### src/rtl/core/rokt_pkg.sv
// Shared opcodes, status codes, default sizes and the cell command type of the key table.
`default_nettype none

package rokt_pkg;

  localparam int DEF_CAPACITY     = 32;
  localparam int DEF_KEY_BITS     = 32;
  localparam int DEF_CONTACT_BITS = 32;

  localparam int PORT_KEY_BITS     = 32;
  localparam int PORT_CONTACT_BITS = 32;
  localparam int POS_BITS          = 6;
  localparam int COUNT_OUT_BITS    = 6;

  typedef enum logic [2:0] {
    OP_FIND  = 3'd0,
    OP_TOUCH = 3'd1,
    OP_INDEX = 3'd2,
    OP_ERASE = 3'd3,
    OP_ADD   = 3'd4
  } op_t;

  typedef enum logic [1:0] {
    ST_OK   = 2'd0,
    ST_MISS = 2'd1,
    ST_DUP  = 2'd2,
    ST_FULL = 2'd3
  } status_t;

  // Broadcast to every cell of the row; at most one bit is set.
  typedef struct packed {
    logic erase_go;
    logic touch_go;
    logic add_go;
  } cell_cmd_t;

endpackage

`default_nettype wire

### src/rtl/core/rokt_cell.sv
// One slot of the recency row: holds a key/contact pair, compares and shifts toward the oldest end.
`default_nettype none

module rokt_cell import rokt_pkg::*; #(
  parameter int INDEX        = 0,
  parameter int KEY_BITS     = DEF_KEY_BITS,
  parameter int CONTACT_BITS = DEF_CONTACT_BITS,
  parameter int CNT_W        = 6
) (
  input  wire logic                    clk,
  input  wire cell_cmd_t               cmd,
  input  wire logic [CNT_W-1:0]        count,
  input  wire logic [KEY_BITS-1:0]     key_in,
  input  wire logic [CONTACT_BITS-1:0] contact_in,
  input  wire logic [CONTACT_BITS-1:0] found_contact,
  input  wire logic [POS_BITS-1:0]     pos_sel,
  input  wire logic [KEY_BITS-1:0]     nbr_key,
  input  wire logic [CONTACT_BITS-1:0] nbr_contact,
  input  wire logic                    seen_in,
  input  wire logic [CONTACT_BITS-1:0] cacc_in,
  input  wire logic [KEY_BITS-1:0]     kacc_in,
  output logic                         seen_out,
  output logic [CONTACT_BITS-1:0]      cacc_out,
  output logic [KEY_BITS-1:0]          kacc_out,
  output logic [KEY_BITS-1:0]          slot_key,
  output logic [CONTACT_BITS-1:0]      slot_contact
);

  localparam logic [CNT_W-1:0] POS  = CNT_W'(INDEX);
  localparam logic [CNT_W-1:0] POS1 = CNT_W'(INDEX + 1);

  logic                    occupied;
  logic                    is_last;
  logic                    is_free_head;
  logic                    match;
  logic                    seen;
  logic                    pick;
  logic [KEY_BITS-1:0]     slot_key_next;
  logic [CONTACT_BITS-1:0] slot_contact_next;

  assign occupied     = (POS < count);
  assign is_last      = (POS1 == count);
  assign is_free_head = (POS == count);
  assign match        = occupied && (slot_key == key_in);
  assign seen         = seen_in | match;
  assign pick         = occupied && (int'(pos_sel) == INDEX);

  // Pass the hit marker and the selected data along the row.
  assign seen_out = seen;
  assign cacc_out = cacc_in | (match ? slot_contact : '0);
  assign kacc_out = kacc_in | (pick ? slot_key : '0);

  always_comb begin
    slot_key_next     = slot_key;
    slot_contact_next = slot_contact;
    if (cmd.erase_go && seen && occupied && !is_last) begin
      slot_key_next     = nbr_key;
      slot_contact_next = nbr_contact;
    end else if (cmd.touch_go && seen && occupied) begin
      if (is_last) begin
        slot_key_next     = key_in;
        slot_contact_next = found_contact;
      end else begin
        slot_key_next     = nbr_key;
        slot_contact_next = nbr_contact;
      end
    end else if (cmd.add_go && is_free_head) begin
      slot_key_next     = key_in;
      slot_contact_next = contact_in;
    end
  end

  always_ff @(posedge clk) begin
    slot_key     <= slot_key_next;
    slot_contact <= slot_contact_next;
  end

endmodule

`default_nettype wire

### config.mk
export PLATFORM = sky130hd
export DESIGN_NAME = rokt_cell
export DESIGN_NICKNAME = d
export VERILOG_FILES = /design/src/rtl/core/rokt_pkg.sv /design/src/rtl/core/rokt_cell.sv
export SDC_FILE = /design/constraint.sdc
export NUM_CORES = 1
export LEC_CHECK = 0
export BUFFER_PORTS_ARGS = -buffer_cell sky130_fd_sc_hd__buf_2
export CAP_MARGIN = 10
export CORE_AREA = 10 10 135 137
export DETAILED_ROUTE_END_ITERATION = 8
export DIE_AREA = 0 0 145 147
export GPL_ROUTABILITY_DRIVEN = 0
export REMOVE_ABC_BUFFERS = 1
export SETUP_SLACK_MARGIN = 0.15
export SYNTH_ARGS = -nofsm -noshare
export SYNTH_HDL_FRONTEND = slang
export SYNTH_SLANG_ARGS = --single-unit
### constraint.sdc
create_clock -name clk -period 4.5 [get_ports clk]
set_clock_uncertainty 0.1 [all_clocks]
set_input_delay 0.675 -clock clk [delete_from_list [all_inputs] [get_ports clk]]
set_output_delay 0.675 -clock clk [all_outputs]
set_load 0.005 [all_outputs]
# --- Word level (Yosys, flattened, before mapping) ---
# Cells that the tools add are included.
word_totals:
  reg_bits: 64
  input_bits: 241
  output_inout_bits: 129
  elab_cells: 30
op_classes:
  magnitude_cmp: 1
  n_eq_ne: 2
  n_mux: 10
  bitwise_logic: 3
  n_reduce_logical: 12
op_table:
  columns: ["op", "count"]
  rows:
  - ["2-to-1 mux 32 bit", 10]
  - ["bitwise OR 32 bit", 2]
  - ["== test 32 bit", 1]
  - ["zero test 6 bit", 2]
  - ["logical AND 1 bit", 8]
  - ["== test 1 x 6 -> 1 bit (first input constant)", 1]
  - ["< comparator 1 x 6 -> 1 bit (first input constant)", 1]
  - ["nonzero test 3 bit", 1]
  - ["zero test 1 bit", 1]
  - ["bitwise OR 1 bit", 1]

# --- Longest topological paths before layout ---
# Gate-level depths: netlist of the first run.
depth:
  word_depth: 7
  mapped_depth: 7

# --- Least setup slack after synthesis of the first run ---
# OpenSTA, ideal clock, no wires.
synth_path:
  path_type: "input -> register"
  from: "input port key_in[2]"
  to: "register slot_contact[0] (enable)"
  arrival_time_ns: 3.298
  required_time_ns: 3.979
  path_slack_ns: 0.681
  stages: 7
  cell_sequence: "xnor2_1 nand4_1 nor4_2 a21oi_2 nor3_2 buf_2 a21o_1"
synth_via:
  elab_chain_cells: 7
  elab_cells_between_ends: 9
  cone_classes: "eq/ne: 1; bitwise: 1; reduce/logical: 7"
synth_lines:
  columns: ["element", "line_no", "source"]
  rows:
  - ["start: declaration", "rokt_cell.sv:13", "input wire logic [KEY_BITS-1:0] key_in,"]
  - ["== test 32 bit *", "rokt_cell.sv:44", "assign match = occupied && (slot_key == key_in);"]
  - ["logical AND 1 bit *", "rokt_cell.sv:44", null]
  - ["bitwise OR 1 bit *", "rokt_cell.sv:45", "assign seen = seen_in | match;"]
  - ["logical AND 1 bit (3 in a row)", "rokt_cell.sv:56", "if (cmd.erase_go && seen && occupied && !is_last) begin"]
  - ["nonzero test 3 bit (no source line) *", null, null]
  - ["end signal: assignment", "rokt_cell.sv:75", "slot_contact <= slot_contact_next;"]
  - ["end: declaration", "rokt_cell.sv:26", "output logic [CONTACT_BITS-1:0] slot_contact"]
# Every way passes the cells marked *; elsewhere a longest branch is shown, timed or not.
# A chain may end at the register's enable or synchronous reset.

# --- Worst setup path after layout of the first run ---
layout_path:
  from: "register slot_key[11]"
  to: "output port cacc_out[26]"
layout_via:
  elab_chain_cells: 4
layout_lines:
  columns: ["element", "line_no", "source"]
  rows:
  - ["start: declaration", "rokt_cell.sv:25", "output logic [KEY_BITS-1:0] slot_key,"]
  - ["start signal: assignment", "rokt_cell.sv:74", "slot_key <= slot_key_next;"]
  - ["== test 32 bit", "rokt_cell.sv:44", null]
  - ["logical AND 1 bit", "rokt_cell.sv:44", null]
  - ["2-to-1 mux 32 bit", "rokt_cell.sv:50", "assign cacc_out = cacc_in | (match ? slot_contact : '0);"]
  - ["bitwise OR 32 bit", "rokt_cell.sv:50", null]
  - ["end: declaration", "rokt_cell.sv:23", "output logic [CONTACT_BITS-1:0] cacc_out,"]
# No other way between the ends.

==> results.cfg, run 1 <==
[drt]
viasPerCell = 4.69
first_iter_violations = 134
drcViolationCount = 0
vias = 4481
first_pass_iters = 4
ant_nets = 0
wire_per_inst_um = 19.9
finalWirelength_um = 19000

[global_route]
grt_use_total_pct = 16.9
grt_max_degree = 66
grt_pass1_wl_um = 28600
antenna_found_initial = 1
grt-ovfl-total = 0
first_global_vias = 4910

[clock_network]
clk_path_buf_depth = 2
cts.sinks = 64
hold_buffers = 0
cts_made_buffers = 9
cts_tree = built
h-tree-depth = 3
ctsResizeCount = 0
cts_root_buffer = clkbuf_16
clk_pin_slew_ns = 0.05
cts_setup_buffers = 0
clk-insertion-delay-late_ns = 0.33

[synth]
syn_inst = 374
synth.distinct_cells = 24
ys_ff_latch = 64
yosys_warnings = 0
syn_area_sq_mm = 0.00408
syn_avg_cell_area_sq_um = 10.9
synth_seq_area_share_pct = 47.1

[finish]
multi_input_area_sq_mm = 0.00206
final_cell_mix = 369 x buf_2, 64 x a21o_1, 64 x edfxtp_1
fill_cells = 1596
final_cell_count_no_fill = 956
antenna_cells = 0
regArea_sq_mm = 0.00192
drive_gt1_share_pct = 58.4
nets = 976
final_util_pct = 41.4
area_growth_pct = 58.3
mostFrequentLayoutCell = buf_2

[pwr]
p_per_area_mw_per_mm2 = 295
peakVddDrop_mv = 0.158
p_leak_nw = 3.19

[floorplan]
die-area_sq_mm = 0.0213
core_sq_mm = 0.0156
chipHeight_um = 147
die_width_um = 145
ioPinCount = 370
rows = 46
initial_utilization_pct = 26.2

[critical_path]
cp_slowest_cell = nor4_2
path_max_fanout = 13
crit_required_ns = 3.72
path_buf_inv = 2
cp_slowest_stage_delay_ns = 0.51
startpoint_type = register
cp.depth = 8
crit_start = slot_key[11]
arrival_ns = 2.75
cp_cell_sequence = xnor2_1, nand4_1, nor4_2, nand2_1, nor2_4, buf_4, a21o_1, buf_2
crit_type = register to primary output
r2r_cells = 8
r2r-start = slot_key[11]
crit_path_end_kind = primary output
path_delay_family = simple AND/OR/NAND/NOR gates

[timing]
worstMarginPinSlew_ns = 1.19
fmax_ghz = 0.284
tns_ns = 0
max_slew_margin_pct = 20.6
slew_violations = 0
fin_crit_sh_pct = 78.3
min_period_ns = 3.52
finalSetupViolations = 0
hold_violations = 0
rsz0062_at_grt = false

[worst_hold_path]
hold_path_class = input port to register
min_from = contact_in[30]
holdPathStages = 2

[status]
status = finished clean

[placement]
dpl.hpwl_um = 15600
port_buffers = 369
place_inst = 940

[run]
max-cap-violations = 0
==> layer usage <==
| layer | GRT usage, % | share of wire, % | up-vias |
|---|---|---|---|
| li1 | - | - | 2154 |
| met1 | 18.9 | 40 | 2034 |
| met2 | 29.3 | 49 | 268 |
| met3 | 6.48 | 9.6 | 23 |
| met4 | 4.65 | 1.5 | 2 |
| met5 | 0 | 0.037 | - |
==> sequential cells by signal (all words and copies together) (netlist names) <==
| register | count |
|---|---|
| slot_contact | 32 |
| slot_key | 32 |
==> power breakdown <==
| part | internal, W | switching [W] | total [W] |
|---|---|---|---|
| registers | 0.000739 | 0.0000544 | 0.000794 |
| logic | 0.000244 | 0.000198 | 0.000441 |
| clock network | 0.000426 | 0.000247 | 0.000673 |
==> metrics by stage <==
step	hold WS, ns	power (W)	cell area, sq um	setup slack [ns]
2_1_floorplan	0.770	0.000980	3950	-0.344
3_3_place_gp	0.861	0.00125	6180	0.870
3_5_place_dp	0.863	0.00125	6180	0.847
4_1_cts	0.519	0.00194	6460	0.803
5_1_grt	0.534	0.00201	6460	0.670
6_report	0.544	0.00191	6460	0.976
==> cell usage after synthesis <==
cell / number / area (sq um)
nor3_2: 1 / 10.0
nand4_1: 8 / 50.1
inv_1: 1 / 3.75
edfxtp_1: 64 / 1920
a21oi_2: 1 / 8.76
or2_2: 1 / 6.26
buf_6: 3 / 33.8
nor3_4: 1 / 16.3
buf_2: 7 / 35.0
or4_1: 2 / 15.0
nand2_1: 2 / 7.51
mux2_1: 3 / 33.8
nor2_2: 2 / 12.5
nor3_1: 32 / 160
nor4_1: 1 / 6.26
mux2_2: 29 / 327
nor4_2: 2 / 25.0
xnor2_1: 32 / 280
nor2_1: 34 / 128
a21o_1: 65 / 488
clkbuf_1: 16 / 60.1
buf_1: 2 / 7.51
a21oi_1: 33 / 165
o22a_1: 32 / 280
==> final cells by class <==
| class | count | share of cell area (%) |
|---|---|---|
| Sequential cell | 64 | 29.8 |
| Multi-Input combinational cell | 281 | 31.8 |
| Clock inverter | 4 | 0.697 |
| Clock buffer | 12 | 3.66 |
| Tap cell | 216 | 4.18 |
| Inverter | 1 | 0.0581 |
| Timing Repair Buffer | 378 | 29.8 |
==> logic make-up after synthesis <==
kind of cell	Yosys count	synth area share [%]
XOR/XNOR	32	6.87
buffers and inverters	29	3.43
AO/OA/AOI/OAI	131	23.1
AND/OR/NAND/NOR	86	10.7
multiplexers	32	8.83
flip-flops	64	47.1
==> final timing paths <==
path / end / slack, ns
worst min-delay path: slot_contact[30] / 0.54
worst max-delay path: cacc_out[26] / 0.98
worst max register to register: slot_key[14] / 1.42
worst min register to register: slot_contact[6] / 1.21
Note: power is estimated with default switching activity, not from simulation.
==> run 2: changes to the inputs <==
==> constraint.sdc (replaced) <==
create_clock -name clk -period 3.41 [get_ports clk]
set_clock_uncertainty 0.1 [all_clocks]
set_input_delay 0.5115 -clock clk [delete_from_list [all_inputs] [get_ports clk]]
set_output_delay 0.5115 -clock clk [all_outputs]
set_load 0.005 [all_outputs]
==> run 2 against run 1 <==
Cell area rose by 0.21%. First-iteration DRC count increased by 33%. Combinational power increased by 34%. Final cell count stayed put. Die area did not move. Clock power grew 15%. Wire length is 1.1% higher. Sequential share of layout area down 0.063 points. Global-route usage grew 0.30 points. Flip-flop and latch count stayed put. Largest cell class unchanged. Largest power group unchanged.
==> results.cfg, run 2 (synthesis results as in run 1) <==
[drt]
first_pass_iters = 4
vias = 4449
first_iter_violations = 178
wire_per_inst_um = 20.1
drcViolationCount = 0
ant_nets = 0
viasPerCell = 4.65
finalWirelength_um = 19200

[clock_network]
clk-insertion-delay-late_ns = 0.32
hold_buffers = 0
ctsResizeCount = 0
cts_tree = built
cts_setup_buffers = 0
cts_root_buffer = clkbuf_16
cts_made_buffers = 9
cts.sinks = 64
h-tree-depth = 3
clk_path_buf_depth = 2
clk_pin_slew_ns = 0.05

[placement]
pre_cts_slack_ns = 0.488
dpl.hpwl_um = 15800
placed_area_sq_mm = 0.00623
port_buffers = 369

[finish]
area_growth_pct = 58.6
final_util_pct = 41.5
nets = 979
drive_gt1_share_pct = 58.4
mostFrequentLayoutCell = buf_2
final_cell_mix = 369 x buf_2, 64 x a21o_1, 64 x edfxtp_1
final_cell_area_sq_mm = 0.00647
largestRegisters = slot_contact: 32 flops, slot_key: 32 flops
antenna_cells = 0

[floorplan]
chipHeight_um = 147
rows = 46
initial_utilization_pct = 26.2
die_width_um = 145
ioPinCount = 370
die-area_sq_mm = 0.0213
core_sq_mm = 0.0156

[global_route]
antenna_found_initial = 0
grt_pass1_wl_um = 29100
grt_max_degree = 66
first_global_vias = 4943
grt_use_total_pct = 17.2
grt-ovfl-total = 0

[timing]
hold_violations = 0
slew_violations = 0
tns_ns = 0
fmax_ghz = 0.327
min_period_ns = 3.05
fin_crit_sh_pct = 89.6
worstMarginPinSlew_ns = 0.655
max_slew_margin_pct = 56.3
finalSetupViolations = 0
rsz0062_at_grt = false
setup_slack_ns = 0.356

[critical_path]
cp_slowest_cell = nor4_2
cp_cell_sequence = xnor2_1, nand4_1, nor4_2, nand2_1, nor2_4, buf_12, a21o_1, buf_2
crit_path_end_kind = primary output
arrival_ns = 2.44
crit_type = register to primary output
cp_slowest_stage_delay_ns = 0.47
path_max_fanout = 33
startpoint_type = register
crit_required_ns = 2.80

[pwr]
p_leak_nw = 3.20
p_per_area_mw_per_mm2 = 372
peakVddDrop_mv = 0.229

[run]
max-cap-violations = 0

[status]
status = finished clean

[worst_hold_path]
hold_path_class = input port to register
-- run 2: changes by cell type in the layout (fill, tap and decap cells not counted) --
cell | before | now
clkinv_1 | 0 | 4
buf_12 | 1 | 3
xnor2_2 | 0 | 1
bufinv_16 | 1 | 0
clkinv_2 | 3 | 0
clkbuf_1 | 3 | 0
buf_4 | 8 | 9
xnor2_1 | 32 | 31
-- run 2: cell type report --
type                            instances  area [sq um]
Sequential cell                        64          1920
Inverter                                1          3.75
Timing Repair Buffer                  381          1970
Clock buffer                            9           225
Tap cell                              216           270
Fill cell                            1588          9120
Clock inverter                          4          15.0
Multi-Input combinational cell        281          2060
-- run 2: worst paths after layout --
check | startpoint | slack [ns] | endpoint | depth (start not counted)
setup / recovery | slot_key[28] | 0.36 | cacc_out[30] | 8
hold / removal | nbr_key[28] | 0.38 | slot_key[28] | 2
setup reg to reg | slot_key[28] | 0.75 | slot_key[15] | 7
hold reg to reg | slot_key[14] | 1.40 | slot_key[28] | 7
-- run 2: per-layer routing --
metal	track usage, %	vias to the layer above	routed length [um]
met5	0	-	0
met2	30.0	266	9450
met1	19.0	2022	7620
li1	-	2150	-
met3	7.49	11	1930
met4	3.58	0	225
-- run 2: through the flow --
| step | power, W | hold WS (ns) | std cells |
|---|---|---|---|
| 3_3_place_gp | 0.00166 | 0.698 | 943 |
| 5_1_grt | 0.00255 | 0.369 | 956 |
| 2_1_floorplan | 0.00129 | 0.607 | 346 |
| 6_report | 0.00241 | 0.380 | 956 |
| 3_5_place_dp | 0.00166 | 0.702 | 943 |
| 4_1_cts | 0.00246 | 0.360 | 956 |
-- run 2: worst max-delay path, delay by kind of cell (launching register included) --
kind,cells,cell delay (ns)
compound gates,1,0.14
xor+xnor,1,0.24
buf+inv,2,0.32
flops,1,0.44
simple gates,4,0.93
-- run 2: power by group --
group	leakage [nW]	internal (W)	total (W)	switching, W
clock network	0.117	0.000468	0.000772	0.000305
registers	0.616	0.000976	0.00105	0.0000718
logic	2.46	0.000326	0.000591	0.000265
total	3.20	0.00177	0.00241	0.000641
==> run 3: changes to the inputs <==
==> constraint.sdc (replaced) <==
create_clock -name clk -period 3.8 [get_ports clk]
set_clock_uncertainty 0.1 [all_clocks]
set_input_delay 0.57 -clock clk [delete_from_list [all_inputs] [get_ports clk]]
set_output_delay 0.57 -clock clk [all_outputs]
set_load 0.005 [all_outputs]
==> run 3 against run 2 <==
Sequential power decreased by 10%. Hold slack gained 0.044 ns. Critical path depth did not move. Die area unchanged. First-iteration DRC count decreased by 20%. Sequential share of layout area increased by 0.24 points. Via count barely moved. Wire length shrank 0.67%. Utilization fell by 0.33 points. Combinational power is 11% lower. Largest power group unchanged. Highest routed layer is now met5.
==> results.cfg, run 3 (synthesis results as in run 1) <==
[clock_network]
ctsResizeCount = 0
cts_made_buffers = 9
h-tree-depth = 3
cts_setup_buffers = 0
clk-insertion-delay-late_ns = 0.33
hold_buffers = 0
clk_path_buf_depth = 2
cts_tree = built
clk_pin_slew_ns = 0.05
cts.sinks = 64
cts_root_buffer = clkbuf_16

[finish]
mostFrequentLayoutCell = buf_2
final_cell_area_sq_mm = 0.00642
drive_gt1_share_pct = 58.4
fill_cells = 1613
antenna_cells = 0
final_cell_count_no_fill = 956
regArea_sq_mm = 0.00192
area_growth_pct = 57.4
multi_input_area_sq_mm = 0.00206
largestRegisters = slot_contact: 32 flops, slot_key: 32 flops
final_cell_mix = 369 x buf_2, 64 x a21o_1, 64 x edfxtp_1
nets = 976
final_util_pct = 41.2

[critical_path]
arrival_ns = 2.63
crit_required_ns = 3.13
crit_path_end_kind = primary output
path_max_fanout = 33
startpoint_type = register
crit_type = register to primary output

[timing]
worstMarginPinSlew_ns = 1.18
fmax_ghz = 0.303
rsz0062_at_grt = false
max_slew_margin_pct = 20.9
min_period_ns = 3.30
hold_violations = 0
finalSetupViolations = 0
tns_ns = 0
fin_crit_sh_pct = 86.9
slew_violations = 0

[pwr]
peakVddDrop_mv = 0.178
total_power_w = 0.00218
p_per_area_mw_per_mm2 = 340
p_leak_nw = 3.18

[drt]
finalWirelength_um = 19100
ant_nets = 0
wire_per_inst_um = 20.0
first_pass_iters = 4
drcViolationCount = 0
viasPerCell = 4.65
first_iter_violations = 143
vias = 4445

[global_route]
grt-ovfl-total = 0
grt_max_degree = 66
antenna_found_initial = 1
first_global_vias = 4905
grt_pass1_wl_um = 28800
grt_use_total_pct = 17.2

[floorplan]
die-area_sq_mm = 0.0213
die_width_um = 145
rows = 46
core_sq_mm = 0.0156
chipHeight_um = 147
initial_utilization_pct = 26.2
ioPinCount = 370

[placement]
port_buffers = 369
place_inst = 940
placed_area_sq_mm = 0.00617
dpl.hpwl_um = 15900

[run]
max-cap-violations = 0

[status]
status = finished clean

[worst_hold_path]
hold_path_class = input port to register
## run 3: changes by cell type in the layout (fill, tap and decap cells not counted), sizes merged
cell / previous run / this run
buf: 381 / 378
clkbuf: 9 / 11
clkinv: 4 / 5
## run 3: path summary, 6_finish.rpt
kind | end | slack (ns) | cells past startpoint | start
setup / recovery | cacc_out[7] | 0.50 | 8 | slot_key[2]
hold / removal | slot_key[28] | 0.42 | 2 | nbr_key[28]
setup reg to reg | slot_key[8] | 0.85 | 8 | slot_key[2]
hold reg to reg | slot_contact[13] | 1.34 | 6 | slot_key[11]
## run 3: final cells by class
| type | instances | share of cell area, % |
|---|---|---|
| clock inverter | 5 | 0.370 |
| tap | 216 | 4.21 |
| sequential | 64 | 29.9 |
| multi-input combinational | 281 | 32.0 |
| timing repair buffer | 378 | 29.8 |
| inverter | 1 | 0.0584 |
| clock buffer | 11 | 3.62 |
## run 3: power by group
group,leakage [nW],switching [W],internal (W)
clock,0.130,0.000283,0.000433
combinational,2.43,0.000238,0.000287
sequential,0.616,0.0000656,0.000876
## run 3: layer usage
metal  part of all wire (%)  vias to the layer above  wire length [um]  GRT usage, %
li1                       -                     2149                 -             -
met3                    9.7                       15              1850          6.79
met1                     39                     2027              7440          18.4
met5                  0.037                        -                 7             0
met4                   0.94                        2               179          4.60
met2                     50                      252              9630          30.9
## run 3: critical path, stage by stage (launching register included)
cell      delay (ns)
edfxtp_1        0.42
xnor2_1         0.22
nand4_1         0.15
nor4_2          0.52
nand2_1         0.18
nor2_4          0.12
buf_4           0.36
a21o_1          0.18
buf_2           0.11
## run 3: stage by stage
stage                     setup slack [ns]  hold WS, ns
after floorplan                     -0.939        0.665
after global placement               0.576        0.758
after detailed placement             0.534        0.762
after CTS                            0.349        0.401
after global routing                 0.276        0.415
final                                0.496        0.424
